===== config.mk =====
export PLATFORM = sky130hd
export DESIGN_NAME = escape_sequence_utf8_decoder
export DESIGN_NICKNAME = d
export VERILOG_FILES = /design/src/rtl/esud_pkg.sv /design/src/rtl/esud_front.sv /design/src/rtl/esud_queue.sv /design/src/rtl/esud_back.sv /design/src/rtl/escape_sequence_utf8_decoder.sv
export SDC_FILE = /design/constraint.sdc
export NUM_CORES = 1
export LEC_CHECK = 0
export BUFFER_PORTS_ARGS = -buffer_cell sky130_fd_sc_hd__buf_4
export CAP_MARGIN = 20
export CORE_UTILIZATION = 40
export CTS_BUF_LIST = sky130_fd_sc_hd__clkbuf_8
export CTS_CLUSTER_SIZE = 28
export DETAILED_ROUTE_END_ITERATION = 6
export GPL_TIMING_DRIVEN = 0
export PLACE_DENSITY_LB_ADDON = 0.15
export SKIP_CTS_REPAIR_TIMING = 1
export SLEW_MARGIN = 20
export SYNTH_ARGS = -nofsm -noshare
export SYNTH_HDL_FRONTEND = slang
export SYNTH_SLANG_ARGS = --single-unit

===== constraint.sdc =====
create_clock -name clk -period 3.15 [get_ports clk]
set_input_delay 0.63 -clock clk [delete_from_list [all_inputs] [get_ports clk]]
set_output_delay 0.63 -clock clk [all_outputs]
set_load 0.01 [all_outputs]

===== src/rtl/esud_pkg.sv =====
`timescale 1ns / 1ps
// Shared types, character codes and decode functions for the escape decoder.
// No dependencies.
package esud_pkg;

    localparam int QueueDepth = 4;
    localparam int QueueAw    = $clog2(QueueDepth);

    localparam logic [7:0] CH_BSLASH = 8'h5C;
    localparam logic [7:0] CH_SQUOTE = 8'h27;
    localparam logic [7:0] CH_DQUOTE = 8'h22;
    localparam logic [7:0] CH_LX     = 8'h78;
    localparam logic [7:0] CH_LU     = 8'h75;
    localparam logic [7:0] CH_LA     = 8'h61;
    localparam logic [7:0] CH_LB     = 8'h62;
    localparam logic [7:0] CH_LF     = 8'h66;
    localparam logic [7:0] CH_LN     = 8'h6E;
    localparam logic [7:0] CH_LR     = 8'h72;
    localparam logic [7:0] CH_LT     = 8'h74;
    localparam logic [7:0] CH_LV     = 8'h76;
    localparam logic [7:0] CH_0      = 8'h30;
    localparam logic [7:0] CH_9      = 8'h39;
    localparam logic [7:0] CH_UA     = 8'h41;
    localparam logic [7:0] CH_UF     = 8'h46;

    typedef enum logic [1:0] {
        PH_TEXT = 2'd0,
        PH_ESC  = 2'd1,
        PH_HEX  = 2'd2
    } phase_t;

    // One request's worth of output: 1 to 3 bytes, or one error result.
    typedef struct packed {
        logic [7:0] b0;
        logic [7:0] b1;
        logic [7:0] b2;
        logic [1:0] count;
        logic       err;
        logic       eos;
    } job_t;

    typedef struct packed {
        logic [7:0] b0;
        logic [7:0] b1;
        logic [7:0] b2;
        logic [1:0] count;
    } utf8_t;

    // {valid, value}
    function automatic logic [4:0] hex_digit(input logic [7:0] b);
        logic [7:0] t;
        t = 8'h00;
        hex_digit = 5'd0;
        if (b >= CH_0 && b <= CH_9)
        begin
            t = b - CH_0;
            hex_digit = {1'b1, t[3:0]};
        end
        else if (b >= CH_LA && b <= CH_LF)
        begin
            t = b - CH_LA + 8'd10;
            hex_digit = {1'b1, t[3:0]};
        end
        else if (b >= CH_UA && b <= CH_UF)
        begin
            t = b - CH_UA + 8'd10;
            hex_digit = {1'b1, t[3:0]};
        end
    endfunction

    // {valid, code}
    function automatic logic [8:0] simple_escape(input logic [7:0] b);
        unique case (b)
            CH_BSLASH: simple_escape = {1'b1, 8'h5C};
            CH_SQUOTE: simple_escape = {1'b1, 8'h27};
            CH_DQUOTE: simple_escape = {1'b1, 8'h22};
            CH_LA:     simple_escape = {1'b1, 8'h07};
            CH_LB:     simple_escape = {1'b1, 8'h08};
            CH_LF:     simple_escape = {1'b1, 8'h0C};
            CH_LN:     simple_escape = {1'b1, 8'h0A};
            CH_LR:     simple_escape = {1'b1, 8'h0D};
            CH_LT:     simple_escape = {1'b1, 8'h09};
            CH_LV:     simple_escape = {1'b1, 8'h0B};
            CH_0:      simple_escape = {1'b1, 8'h00};
            default:   simple_escape = {1'b0, 8'h00};
        endcase
    endfunction

    function automatic utf8_t encode_utf8(input logic [15:0] cp);
        utf8_t r;
        r = '0;
        if (cp < 16'h0080)
        begin
            r.b0    = cp[7:0];
            r.count = 2'd1;
        end
        else if (cp < 16'h0800)
        begin
            r.b0    = {3'b110, cp[10:6]};
            r.b1    = {2'b10, cp[5:0]};
            r.count = 2'd2;
        end
        else
        begin
            r.b0    = {4'b1110, cp[15:12]};
            r.b1    = {2'b10, cp[11:6]};
            r.b2    = {2'b10, cp[5:0]};
            r.count = 2'd3;
        end
        return r;
    endfunction

endpackage


===== src/rtl/esud_front.sv =====
`timescale 1ns / 1ps
// Front end: takes input bytes, tracks escape state, builds output jobs.
// Depends on esud_pkg.
module esud_front (
    input  logic              clk,
    input  logic              rst_n,
    input  logic              in_valid,
    input  logic [7:0]        in_byte,
    input  logic              end_of_string,
    output logic              in_stall,
    input  logic              q_full,
    output logic              push,
    output esud_pkg::job_t    push_job
);

    esud_pkg::phase_t phase_reg, phase_next;
    logic [2:0]       digits_reg, digits_next;
    logic [15:0]      acc_reg, acc_next;
    logic             rejected_reg, rejected_next;

    logic             accept;
    logic             err;
    logic [4:0]       hx;
    logic [8:0]       se;
    logic [15:0]      acc_shift;
    esud_pkg::utf8_t  enc;
    esud_pkg::job_t   job;

    assign in_stall = q_full;
    assign accept   = in_valid && !q_full;

    always_comb
    begin
        phase_next    = phase_reg;
        digits_next   = digits_reg;
        acc_next      = acc_reg;
        rejected_next = rejected_reg;
        err           = 1'b0;
        job           = '0;
        job.eos       = end_of_string;
        hx            = esud_pkg::hex_digit(in_byte);
        se            = esud_pkg::simple_escape(in_byte);
        acc_shift     = {acc_reg[11:0], hx[3:0]};
        enc           = esud_pkg::encode_utf8(acc_shift);

        if (rejected_reg)
        begin
            if (end_of_string)
            begin
                job.count     = 2'd1;
                job.err       = 1'b1;
                phase_next    = esud_pkg::PH_TEXT;
                digits_next   = 3'd0;
                acc_next      = 16'h0000;
                rejected_next = 1'b0;
            end
        end
        else
        begin
            unique case (phase_reg)
                esud_pkg::PH_ESC:
                begin
                    if (in_byte == esud_pkg::CH_LX || in_byte == esud_pkg::CH_LU)
                    begin
                        digits_next = (in_byte == esud_pkg::CH_LX) ? 3'd2 : 3'd4;
                        acc_next    = 16'h0000;
                        phase_next  = esud_pkg::PH_HEX;
                    end
                    else if (!se[8])
                        err = 1'b1;
                    else
                    begin
                        job.b0     = se[7:0];
                        job.count  = 2'd1;
                        phase_next = esud_pkg::PH_TEXT;
                    end
                end
                esud_pkg::PH_HEX:
                begin
                    if (!hx[4])
                        err = 1'b1;
                    else if (digits_reg <= 3'd1)
                    begin
                        digits_next = 3'd0;
                        phase_next  = esud_pkg::PH_TEXT;
                        acc_next    = 16'h0000;
                        job.b0      = enc.b0;
                        job.b1      = enc.b1;
                        job.b2      = enc.b2;
                        job.count   = enc.count;
                    end
                    else
                    begin
                        acc_next    = acc_shift;
                        digits_next = digits_reg - 3'd1;
                    end
                end
                default:
                begin
                    phase_next = esud_pkg::PH_TEXT;
                    if (in_byte == esud_pkg::CH_BSLASH)
                        phase_next = esud_pkg::PH_ESC;
                    else
                    begin
                        job.b0    = in_byte;
                        job.count = 2'd1;
                    end
                end
            endcase

            if (end_of_string && phase_next != esud_pkg::PH_TEXT)
                err = 1'b1;

            if (err)
            begin
                job           = '0;
                job.count     = 2'd1;
                job.err       = 1'b1;
                job.eos       = end_of_string;
                phase_next    = esud_pkg::PH_TEXT;
                digits_next   = 3'd0;
                acc_next      = 16'h0000;
                rejected_next = !end_of_string;
            end
            else if (end_of_string)
            begin
                phase_next  = esud_pkg::PH_TEXT;
                digits_next = 3'd0;
                acc_next    = 16'h0000;
            end
        end
    end

    assign push     = accept && (job.count != 2'd0);
    assign push_job = job;

    always_ff @(posedge clk or negedge rst_n)
    begin
        if (!rst_n)
        begin
            phase_reg    <= esud_pkg::PH_TEXT;
            digits_reg   <= 3'd0;
            acc_reg      <= 16'h0000;
            rejected_reg <= 1'b0;
        end
        else if (accept)
        begin
            phase_reg    <= phase_next;
            digits_reg   <= digits_next;
            acc_reg      <= acc_next;
            rejected_reg <= rejected_next;
        end
    end

endmodule


===== src/rtl/esud_queue.sv =====
`timescale 1ns / 1ps
// Small job queue between front and back ends.
// Depends on esud_pkg.
module esud_queue (
    input  logic              clk,
    input  logic              rst_n,
    input  logic              push,
    input  esud_pkg::job_t    push_job,
    input  logic              pop,
    output esud_pkg::job_t    head_job,
    output logic              empty,
    output logic              full
);

    esud_pkg::job_t                 mem_reg [esud_pkg::QueueDepth];
    logic [esud_pkg::QueueAw-1:0]   wr_ptr_reg, rd_ptr_reg;
    logic [esud_pkg::QueueAw:0]     count_reg, count_next;

    assign empty    = (count_reg == '0);
    assign full     = (count_reg == (esud_pkg::QueueAw+1)'(esud_pkg::QueueDepth));
    assign head_job = mem_reg[rd_ptr_reg];

    always_comb
    begin
        count_next = count_reg;
        if (push && !(pop && !empty))
            count_next = count_reg + 1'b1;
        else if (!push && pop && !empty)
            count_next = count_reg - 1'b1;
    end

    always_ff @(posedge clk)
    begin
        if (push)
            mem_reg[wr_ptr_reg] <= push_job;
    end

    always_ff @(posedge clk or negedge rst_n)
    begin
        if (!rst_n)
        begin
            wr_ptr_reg <= '0;
            rd_ptr_reg <= '0;
            count_reg  <= '0;
        end
        else
        begin
            if (push)
                wr_ptr_reg <= wr_ptr_reg + 1'b1;
            if (pop && !empty)
                rd_ptr_reg <= rd_ptr_reg + 1'b1;
            count_reg <= count_next;
        end
    end

endmodule


===== src/rtl/esud_back.sv =====
`timescale 1ns / 1ps
// Back end: one result per cycle from the queue unless stalled; registered output.
// Depends on esud_pkg.
module esud_back (
    input  logic              clk,
    input  logic              rst_n,
    input  esud_pkg::job_t    head_job,
    input  logic              empty,
    output logic              pop,
    output logic              out_valid,
    input  logic              out_stall,
    output logic [7:0]        out_byte,
    output logic              error,
    output logic              string_done,
    output logic              run_last
);

    logic [1:0] idx_reg;
    logic       valid_reg;
    logic [7:0] byte_reg;
    logic       err_reg, done_reg, last_reg;
    logic       load;
    logic       last;
    logic [7:0] sel_byte;

    assign load = !empty && (!valid_reg || !out_stall);
    assign last = (idx_reg == head_job.count - 2'd1);
    assign pop  = load && last;

    always_comb
    begin
        case (idx_reg)
            2'd1:    sel_byte = head_job.b1;
            2'd2:    sel_byte = head_job.b2;
            default: sel_byte = head_job.b0;
        endcase
    end

    always_ff @(posedge clk or negedge rst_n)
    begin
        if (!rst_n)
        begin
            valid_reg <= 1'b0;
            idx_reg   <= 2'd0;
        end
        else
        begin
            if (load)
            begin
                valid_reg <= 1'b1;
                idx_reg   <= last ? 2'd0 : idx_reg + 2'd1;
            end
            else if (!out_stall)
                valid_reg <= 1'b0;
        end
    end

    always_ff @(posedge clk)
    begin
        if (load)
        begin
            byte_reg <= sel_byte;
            err_reg  <= head_job.err;
            done_reg <= head_job.eos && last;
            last_reg <= last;
        end
    end

    assign out_valid   = valid_reg;
    assign out_byte    = byte_reg;
    assign error       = err_reg;
    assign string_done = done_reg;
    assign run_last    = last_reg;

endmodule


===== src/rtl/escape_sequence_utf8_decoder.sv =====
`timescale 1ns / 1ps
// Escape decoder top level: front end, 4-entry job queue, back end.
// Depends on esud_pkg, esud_front, esud_queue, esud_back.
//
// Accepts one string byte per cycle unless in_stall and emits one result byte
// per cycle unless out_stall. A byte that yields N results (1 to 3, UTF-8 from
// a hex escape) holds the output for all N; the 4-entry job queue between
// decoder and serializer absorbs that, and input stalls only when the queue
// is full. Bytes that give no result (backslash, hex digits before the last,
// bytes of a rejected string) never reach the queue. The first result of a
// request passes the job queue, then the back end output register. An error
// gives one result with out_byte 0 and error set; the rest of that string is
// dropped up to its last byte, which again gives one error result.
module escape_sequence_utf8_decoder (
    input  logic        clk,
    input  logic        rst_n,
    input  logic        in_valid,
    output logic        in_stall,
    input  logic [7:0]  in_byte,
    input  logic        end_of_string,
    output logic        out_valid,
    input  logic        out_stall,
    output logic [7:0]  out_byte,
    output logic        error,
    output logic        string_done,
    output logic        run_last
);

    esud_pkg::job_t push_job, head_job;
    logic           push, pop, q_empty, q_full;

    esud_front u_front (
        .clk           (clk),
        .rst_n         (rst_n),
        .in_valid      (in_valid),
        .in_byte       (in_byte),
        .end_of_string (end_of_string),
        .in_stall      (in_stall),
        .q_full        (q_full),
        .push          (push),
        .push_job      (push_job)
    );

    esud_queue u_queue (
        .clk      (clk),
        .rst_n    (rst_n),
        .push     (push),
        .push_job (push_job),
        .pop      (pop),
        .head_job (head_job),
        .empty    (q_empty),
        .full     (q_full)
    );

    esud_back u_back (
        .clk         (clk),
        .rst_n       (rst_n),
        .head_job    (head_job),
        .empty       (q_empty),
        .pop         (pop),
        .out_valid   (out_valid),
        .out_stall   (out_stall),
        .out_byte    (out_byte),
        .error       (error),
        .string_done (string_done),
        .run_last    (run_last)
    );

endmodule


==> results of run 1 <==
per-layer routing:
layer,track usage,share of wire,up-vias
met1,0.249,0.44,2163
met5,0,0,-
li1,-,-,1964
met4,0.0601,0.017,0
met3,0.0488,0.038,23
met2,0.311,0.50,107
logic make-up after synthesis:
family	after synthesis
flops	143
mux	32
buf+inv	42
xor+xnor	8
compound gates	108
simple gates	131
fa+ha+maj	14
cell usage in the layout, fill, tap and decap left out, types with 4 or more instances in the layout:
| cell | instances |
|---|---|
| inv_1 | 18 |
| a22o_1 | 14 |
| nor2_1 | 19 |
| nor3_1 | 6 |
| dfrtp_1 | 28 |
| nor2_2 | 6 |
| nand3b_1 | 4 |
| bufinv_16 | 7 |
| a21oi_2 | 5 |
| a21oi_1 | 19 |
| o21ai_0 | 15 |
| mux4_2 | 26 |
| clkbuf_1 | 6 |
| nand3_1 | 6 |
| nand2_1 | 28 |
| ha_1 | 9 |
| buf_4 | 36 |
| xnor2_1 | 5 |
| clkinv_1 | 5 |
| nand2b_1 | 7 |
| buf_2 | 5 |
| clkbuf_8 | 17 |
| a22oi_1 | 13 |
| nor2b_1 | 9 |
| and2_1 | 5 |
| edfxtp_1 | 115 |
| and2_4 | 7 |
| mux2_2 | 4 |
synth_stat cells (8+ instances only):
cell type	n
a22oi_1	13
clkbuf_1	11
inv_1	19
nor2b_1	12
ha_1	13
dfrtp_1	28
mux4_2	26
nand2_1	28
and2_1	10
nor3_1	8
edfxtp_1	115
a21oi_1	24
a22o_1	14
o21ai_0	15
nor2_1	28
cell type report:
type / count / area [um2]
clock buffer: 17 / 234
fill: 1466 / 8420
inverter: 20 / 87.6
multi-input combinational: 296 / 2790
sequential: 143 / 4150
clock inverter: 15 / 248
tap: 220 / 275
buffer: 17 / 78.8
timing repair buffer: 37 / 303
how the worst max path moves through the flow:
| stage | from | to | slack [ps] | depth (start not counted) |
|---|---|---|---|---|
| finish | in_byte[0] | u_queue.count_reg[1] | -120 | 13 |
| global route | in_byte[0] | u_queue.count_reg[1] | -150 | 13 |
| CTS | u_front.phase_reg[0] | u_queue.mem_reg[1][3] | -460 | 10 |
| detailed placement | in_byte[1] | u_queue.mem_reg[0][3] | -820 | 12 |
| global placement | in_byte[1] | u_queue.mem_reg[0][3] | -780 | 12 |
| floorplan | in_byte[1] | u_queue.count_reg[1] | -170 | 11 |
power groups by stage:
stage          clock, mW  sequential [mW]  combinational (mW)
2_1_floorplan          0             2.67                1.13
3_3_place_gp           0             2.64                1.69
3_5_place_dp           0             2.66                1.73
4_1_cts             1.79             2.62                1.73
5_1_grt             1.88             2.68                1.97
6_report            1.76             2.64                1.81
==> reports/results.tsv, run 1 <==
stage	metric	value	unit
status	status	complete, but fails checks	
status	violations	setup timing	
final_layout	fin_area	8170	um2
pwr	p_leak	2.87	nW
critical_path	critPathBufInv	3	
final_layout	syn2layout_area_growth	20.6	%
pwr	clkPwrFrac	0.284	
yosys	synth_enable_flop_cells	115	
timing	achievable-frequency	306	MHz
critical_path	worstSetupPathType	input port to flop	
placed_design	detailedPlace.worstSlack	-816	ps
grt	overflow	0	
clocking	clock_sinks	143	
die	core	16600	um2
critical_path	worstSetupEndpointType	flop	
yosys	syn_nets	505	
placed_design	placed_cell_area	7320	um2
pwr	combPwrFrac	0.291	
yosys	synth_top_area_share	0.510	
die	rows	47	
routing	num_vias	4257	
timing	whs	124	ps
yosys	yosys.area.top_type	edfxtp_1	
clocking	clkTransAtPathRegs	80	ps
routing	wl_per_cell	21.2	um
timing	final-setup-viol-count	1	
yosys	synthTopCellsByArea	edfxtp_1 51%, dfrtp_1 10%, mux4_2 8.6%, ha_1 2.4%, a22o_1 1.8%	
routing	vias_per_cell	5.56	
placed_design	portBuffers	23	
die	pin_count	26	
pwr	irDropWorstVdd	0.342	mV
pwr	p_total	6.21	mW
routing	postRouteAntennaNets	0	
timing	slew_headroom	0.415	
timing	rsz0062_at_grt	true	
timing	worst_clock_skew	11.7	ps
clocking	htree_levels	4	
timing	tightestPinTransition	878	ps
final_layout	largest_register_ffs	104	
yosys	synth_fa_ha_area_frac	0.0270	
grt	grt_pass1_wl	24.7	mm
die	fp.dieW	132	um
critical_path	path_max_fanout	7	
critical_path	crit_path_top_delay_cell	or4_4	
critical_path	r2r-end	u_queue.count_reg[1]	
yosys	synth_top_family_by_area	compound AO/OA/AOI/OAI gates	
critical_path	startpoint_type	input port	
final_layout	post-route-util	0.493	
pwr	powerDensity	760	nW/um2
clocking	clockBufferDepth	2	
placed_design	hpwl	10.6	mm
timing	finalCritPeriodShare	1.04	
yosys	syn_inst	478	
final_layout	fin_cells	765	
grt	antenna_found_initial	0	
timing	fin_setup_tns	-122	ps
yosys	muxShareOfSynthArea	0.0963	
final_layout	antennaDiodeCount	0	
timing	fin_crit	3270	ps
yosys	async_flop_share	0.196	
routing	dr.pass1.iters	5	
final_layout	fin_nets	559	
clocking	numCtsBuffers	17	
die	start_util	0.408	
critical_path	worstPathRequired	3490	ps
grt	grt_pass1_vias	4392	
timing	finalHoldViolations	0	
yosys	synth_simple_gate_area_frac	0.107	
yosys	synth-main-ff-cell	edfxtp_1	
yosys	avgSynthCellArea	14.2	um2
yosys	synth_compound_area_frac	0.118	
die	die_h	132	um
clocking	clock_latency	460	ps
critical_path	arrival	3610	ps
timing	drv_slew	0	
clocking	cts_tree	done	
pwr	switching_share	0.292	
die	die_area	17500	um2
worst_hold_path	hp-class	input port to asynchronous set/reset pin	
critical_path	max_stage_delay	590	ps
flow_run	maxCapViolations	0	
critical_path	crit_chain	buf_12 -> inv_8 -> ha_4 -> nor3b_4 -> or4_4 -> o211ai_4 -> o32ai_4 -> o41ai_4 -> buf_4 -> a31oi_4 -> nand2b_1 -> fa_2 -> mux2_4	
routing	drcViolationCount	0	
critical_path	r2r_cells	10	
yosys	synth-seq-cells	143	
critical_path	timing.rr.start	u_front.acc_reg[10]	
pwr	p_seq_frac	0.425	
placed_design	globalplace.congestion	0.834	
grt	grt_max_degree	29	
yosys	yosysSeqAreaShare	0.614	
grt	grt_use_total	0.190	
pwr	p_int	4.40	mW
yosys	synth_cell_type_count	73	
routing	wirelength	16.2	mm
yosys	synthXorXnorAreaFrac	0.0115	
final_layout	drive_above_1_share	0.316	
critical_path	cp_top_family	simple AND/OR/NAND/NOR gates	
placed_design	placed_cells	721	
critical_path	rrSetupSlack	40	ps
yosys	synth.cell_area	6770	um2
pwr	switchingPower	1.81	mW
timing	worst_slack	-122	ps
clocking	cts_root_buf	clkbuf_8	
yosys	yosysWarnings	0	
routing	first_iter_violations	302	
No activity file was read; power rests on OpenSTA's default activity.
==> run 2, diff against run 1 <==
Settings changed: CELL_PAD_IN_SITES_DETAIL_PLACEMENT set to 2, CELL_PAD_IN_SITES_GLOBAL_PLACEMENT set to 2.
==> run 2 against run 1 <==
Against the previous run:
- the flow still finishes with violations (setup timing)
- core utilization down 0.083 points
- via count up 4.7%
- sequential cell count unchanged
- critical path depth unchanged
- clock power down 3%
- design area down 0.17%
- non-clock buffer count up 3
- critical endpoint unchanged
==> reports/results.tsv, run 2 (synthesis gave the netlist of run 1 again) <==
stage	metric	value	unit	change
grt	grt_pass1_vias	4764		+8.5%
critical_path	crit_path_top_delay_cell	or4_4		
clocking	clock_latency	470	ps	about the same
die	fp.dieW	132	um	unchanged
pwr	combPwrFrac	0.300		+0.009
critical_path	critPathBufInv	3		unchanged
critical_path	timing.rr.start	u_front.phase_reg[1]		
critical_path	arrival	3520	ps	-90 ps
final_layout	antennaDiodeCount	0		unchanged
final_layout	layout_common_cells	115 x edfxtp_1, 38 x buf_4, 28 x nand2_1, 28 x dfrtp_1, 26 x mux4_2		
grt	grt_use_total	0.239		+0.0490
critical_path	worstSetupPathType	input port to flop		
status	status	complete, but fails checks		
critical_path	path_max_fanout	8		+1
pwr	p_seq_frac	0.429		+0.004
final_layout	fin_nets	562		+0.54%
timing	achievable-frequency	315	MHz	+3.1%
routing	first_iter_violations	306		+1.3%
routing	num_vias	4459		+4.7%
timing	fin_crit	3170	ps	-99.0 ps
final_layout	syn2layout_area_growth	20.4	%	
critical_path	worstPathRequired	3500	ps	about the same
critical_path	startpoint_type	input port		
clocking	htree_levels	4		unchanged
routing	postRouteAntennaNets	0		unchanged
pwr	powerDensity	769	nW/um2	+1.2%
final_layout	largest_register_ffs	104		unchanged
pwr	clkPwrFrac	0.271		-0.013
placed_design	placed_cell_area	7320	um2	unchanged
timing	tightestPinTransition	924	ps	+45.9 ps
clocking	numCtsBuffers	17		unchanged
timing	whs	97.0	ps	-27.4 ps
final_layout	fin_area	8150	um2	-0.17%
critical_path	worstSetupEndpointType	flop		
final_layout	drive_above_1_share	0.327		+0.0110
critical_path	cp_top_family	compound AO/OA/AOI/OAI gates		
die	die_h	132	um	unchanged
critical_path	startpoint	in_byte[0]		
placed_design	hpwl	13.1	mm	+24%
grt	antenna_found_initial	0		unchanged
critical_path	max_stage_delay	480	ps	-110 ps
pwr	irDropWorstVdd	0.427	mV	+25%
routing	drcViolationCount	0		unchanged
pwr	switchingPower	2.02	mW	+11%
critical_path	crit_chain	buf_12 -> inv_8 -> ha_4 -> nor3b_4 -> or4_4 -> o211ai_4 -> o32ai_4 -> o41ai_4 -> buf_6 -> a31oi_4 -> nand2b_1 -> fa_2 -> mux2_4		
status	violations	setup timing		
grt	grt_max_degree	29		unchanged
timing	rsz0062_at_grt	true		
routing	wl_per_cell	26.7	um	+26%
routing	dr.pass1.iters	5		unchanged
clocking	clkTransAtPathRegs	80	ps	about the same
die	pin_count	26		unchanged
final_layout	layout_commonest_cell	edfxtp_1		
timing	worst_clock_skew	18.4	ps	+6.62 ps
clocking	clockBufferDepth	2		unchanged
pwr	switching_share	0.321		+0.0293
placed_design	portBuffers	23		unchanged
die	start_util	0.408		unchanged
routing	wirelength	20.5	mm	+26%
grt	grt_pass1_wl	30.3	mm	+23%
clocking	cts_tree	done		
timing	drv_slew	0		unchanged
timing	finalHoldViolations	0		unchanged
timing	final-setup-viol-count	1		unchanged
flow_run	maxCapViolations	0		unchanged
pwr	p_leak	2.88	nW	+0.20%
pwr	p_int	4.26	mW	-3.2%
placed_design	globalplace.congestion	0.825		-1.2%
die	core	16600	um2	unchanged
die	die_area	17500	um2	unchanged
worst_hold_path	hp-class	input port to asynchronous set/reset pin		
timing	finalCritPeriodShare	1.01		-0.0314
timing	slew_headroom	0.384		-0.0306
die	rows	47		unchanged
routing	vias_per_cell	5.81		+4.3%
grt	overflow	0		unchanged
clocking	clock_sinks	143		unchanged
timing	worst_slack	-22.9	ps	+99.0 ps
final_layout	nFillCells	1605		+9.5%
clocking	cts_root_buf	clkbuf_8		
run 2: cell types whose count changed in the layout (fill, tap and decap cells not counted), moves of 2 or more:
cell       previous run  this run
buf_4                36        38
bufinv_16             7         5
nor2_2                6         4
buf_6                 0         2
nor2_1               19        22
clkinv_4              0         4
clkinv_2              0         3
clkinv_1              5         0
run 2: per-stage QoR:
step | utilization | setup slack (ps) | power [mW] | std cells | TNS (ps)
2_1_floorplan | - | -174 | 3.79 | 478 | -184
3_3_place_gp | 0.441 | -834 | 4.33 | 721 | -112160
3_5_place_dp | 0.442 | -1030 | 4.47 | 721 | -146670
4_1_cts | 0.469 | -711 | 6.22 | 753 | -93800
5_1_grt | 0.492 | -101 | 6.55 | 768 | -429
6_report | 0.492 | -22.9 | 6.27 | 768 | -22.9
run 2: worst paths after layout:
check	end	slack (ps)	depth (start not counted)
hold / removal	u_queue.count_reg[1]	100	1
max in group asynchronous	u_front.acc_reg[7]	2740	1
hold reg to reg	u_queue.count_reg[2]	500	1
min in group clk	u_back.out_valid	410	3
setup reg to reg	u_queue.count_reg[2]	120	13
setup / recovery	u_queue.count_reg[1]	-20	13
run 2: power groups by stage:
| stage | Sequential, mW | Clock, mW | Combinational [mW] |
|---|---|---|---|
| after detailed placement | 2.70 | 0 | 1.78 |
| after CTS | 2.67 | 1.73 | 1.82 |
| after global placement | 2.64 | 0 | 1.69 |
| after floorplan | 2.67 | 0 | 1.13 |
| after global routing | 2.72 | 1.80 | 2.03 |
| final | 2.69 | 1.70 | 1.88 |
run 2: area by class of cell:
type | count | area (um2) | share of cell area
well taps | 220 | 275 | 0.0338
plain buffers | 18 | 92.6 | 0.0114
multi-input cells | 296 | 2770 | 0.340
clock buffers | 17 | 234 | 0.0287
repair buffers | 39 | 322 | 0.0394
clock inverters | 15 | 220 | 0.0270
flip-flops and latches | 143 | 4150 | 0.509
inverters | 20 | 85.1 | 0.0104
run 2: metal layers:
metal | up-vias | track usage | part of all wire
met5 | - | 0 | 0
met4 | 0 | 0.0775 | 0.014
met3 | 21 | 0.0396 | 0.028
met2 | 101 | 0.418 | 0.54
met1 | 2359 | 0.302 | 0.42
li1 | 1978 | - | -
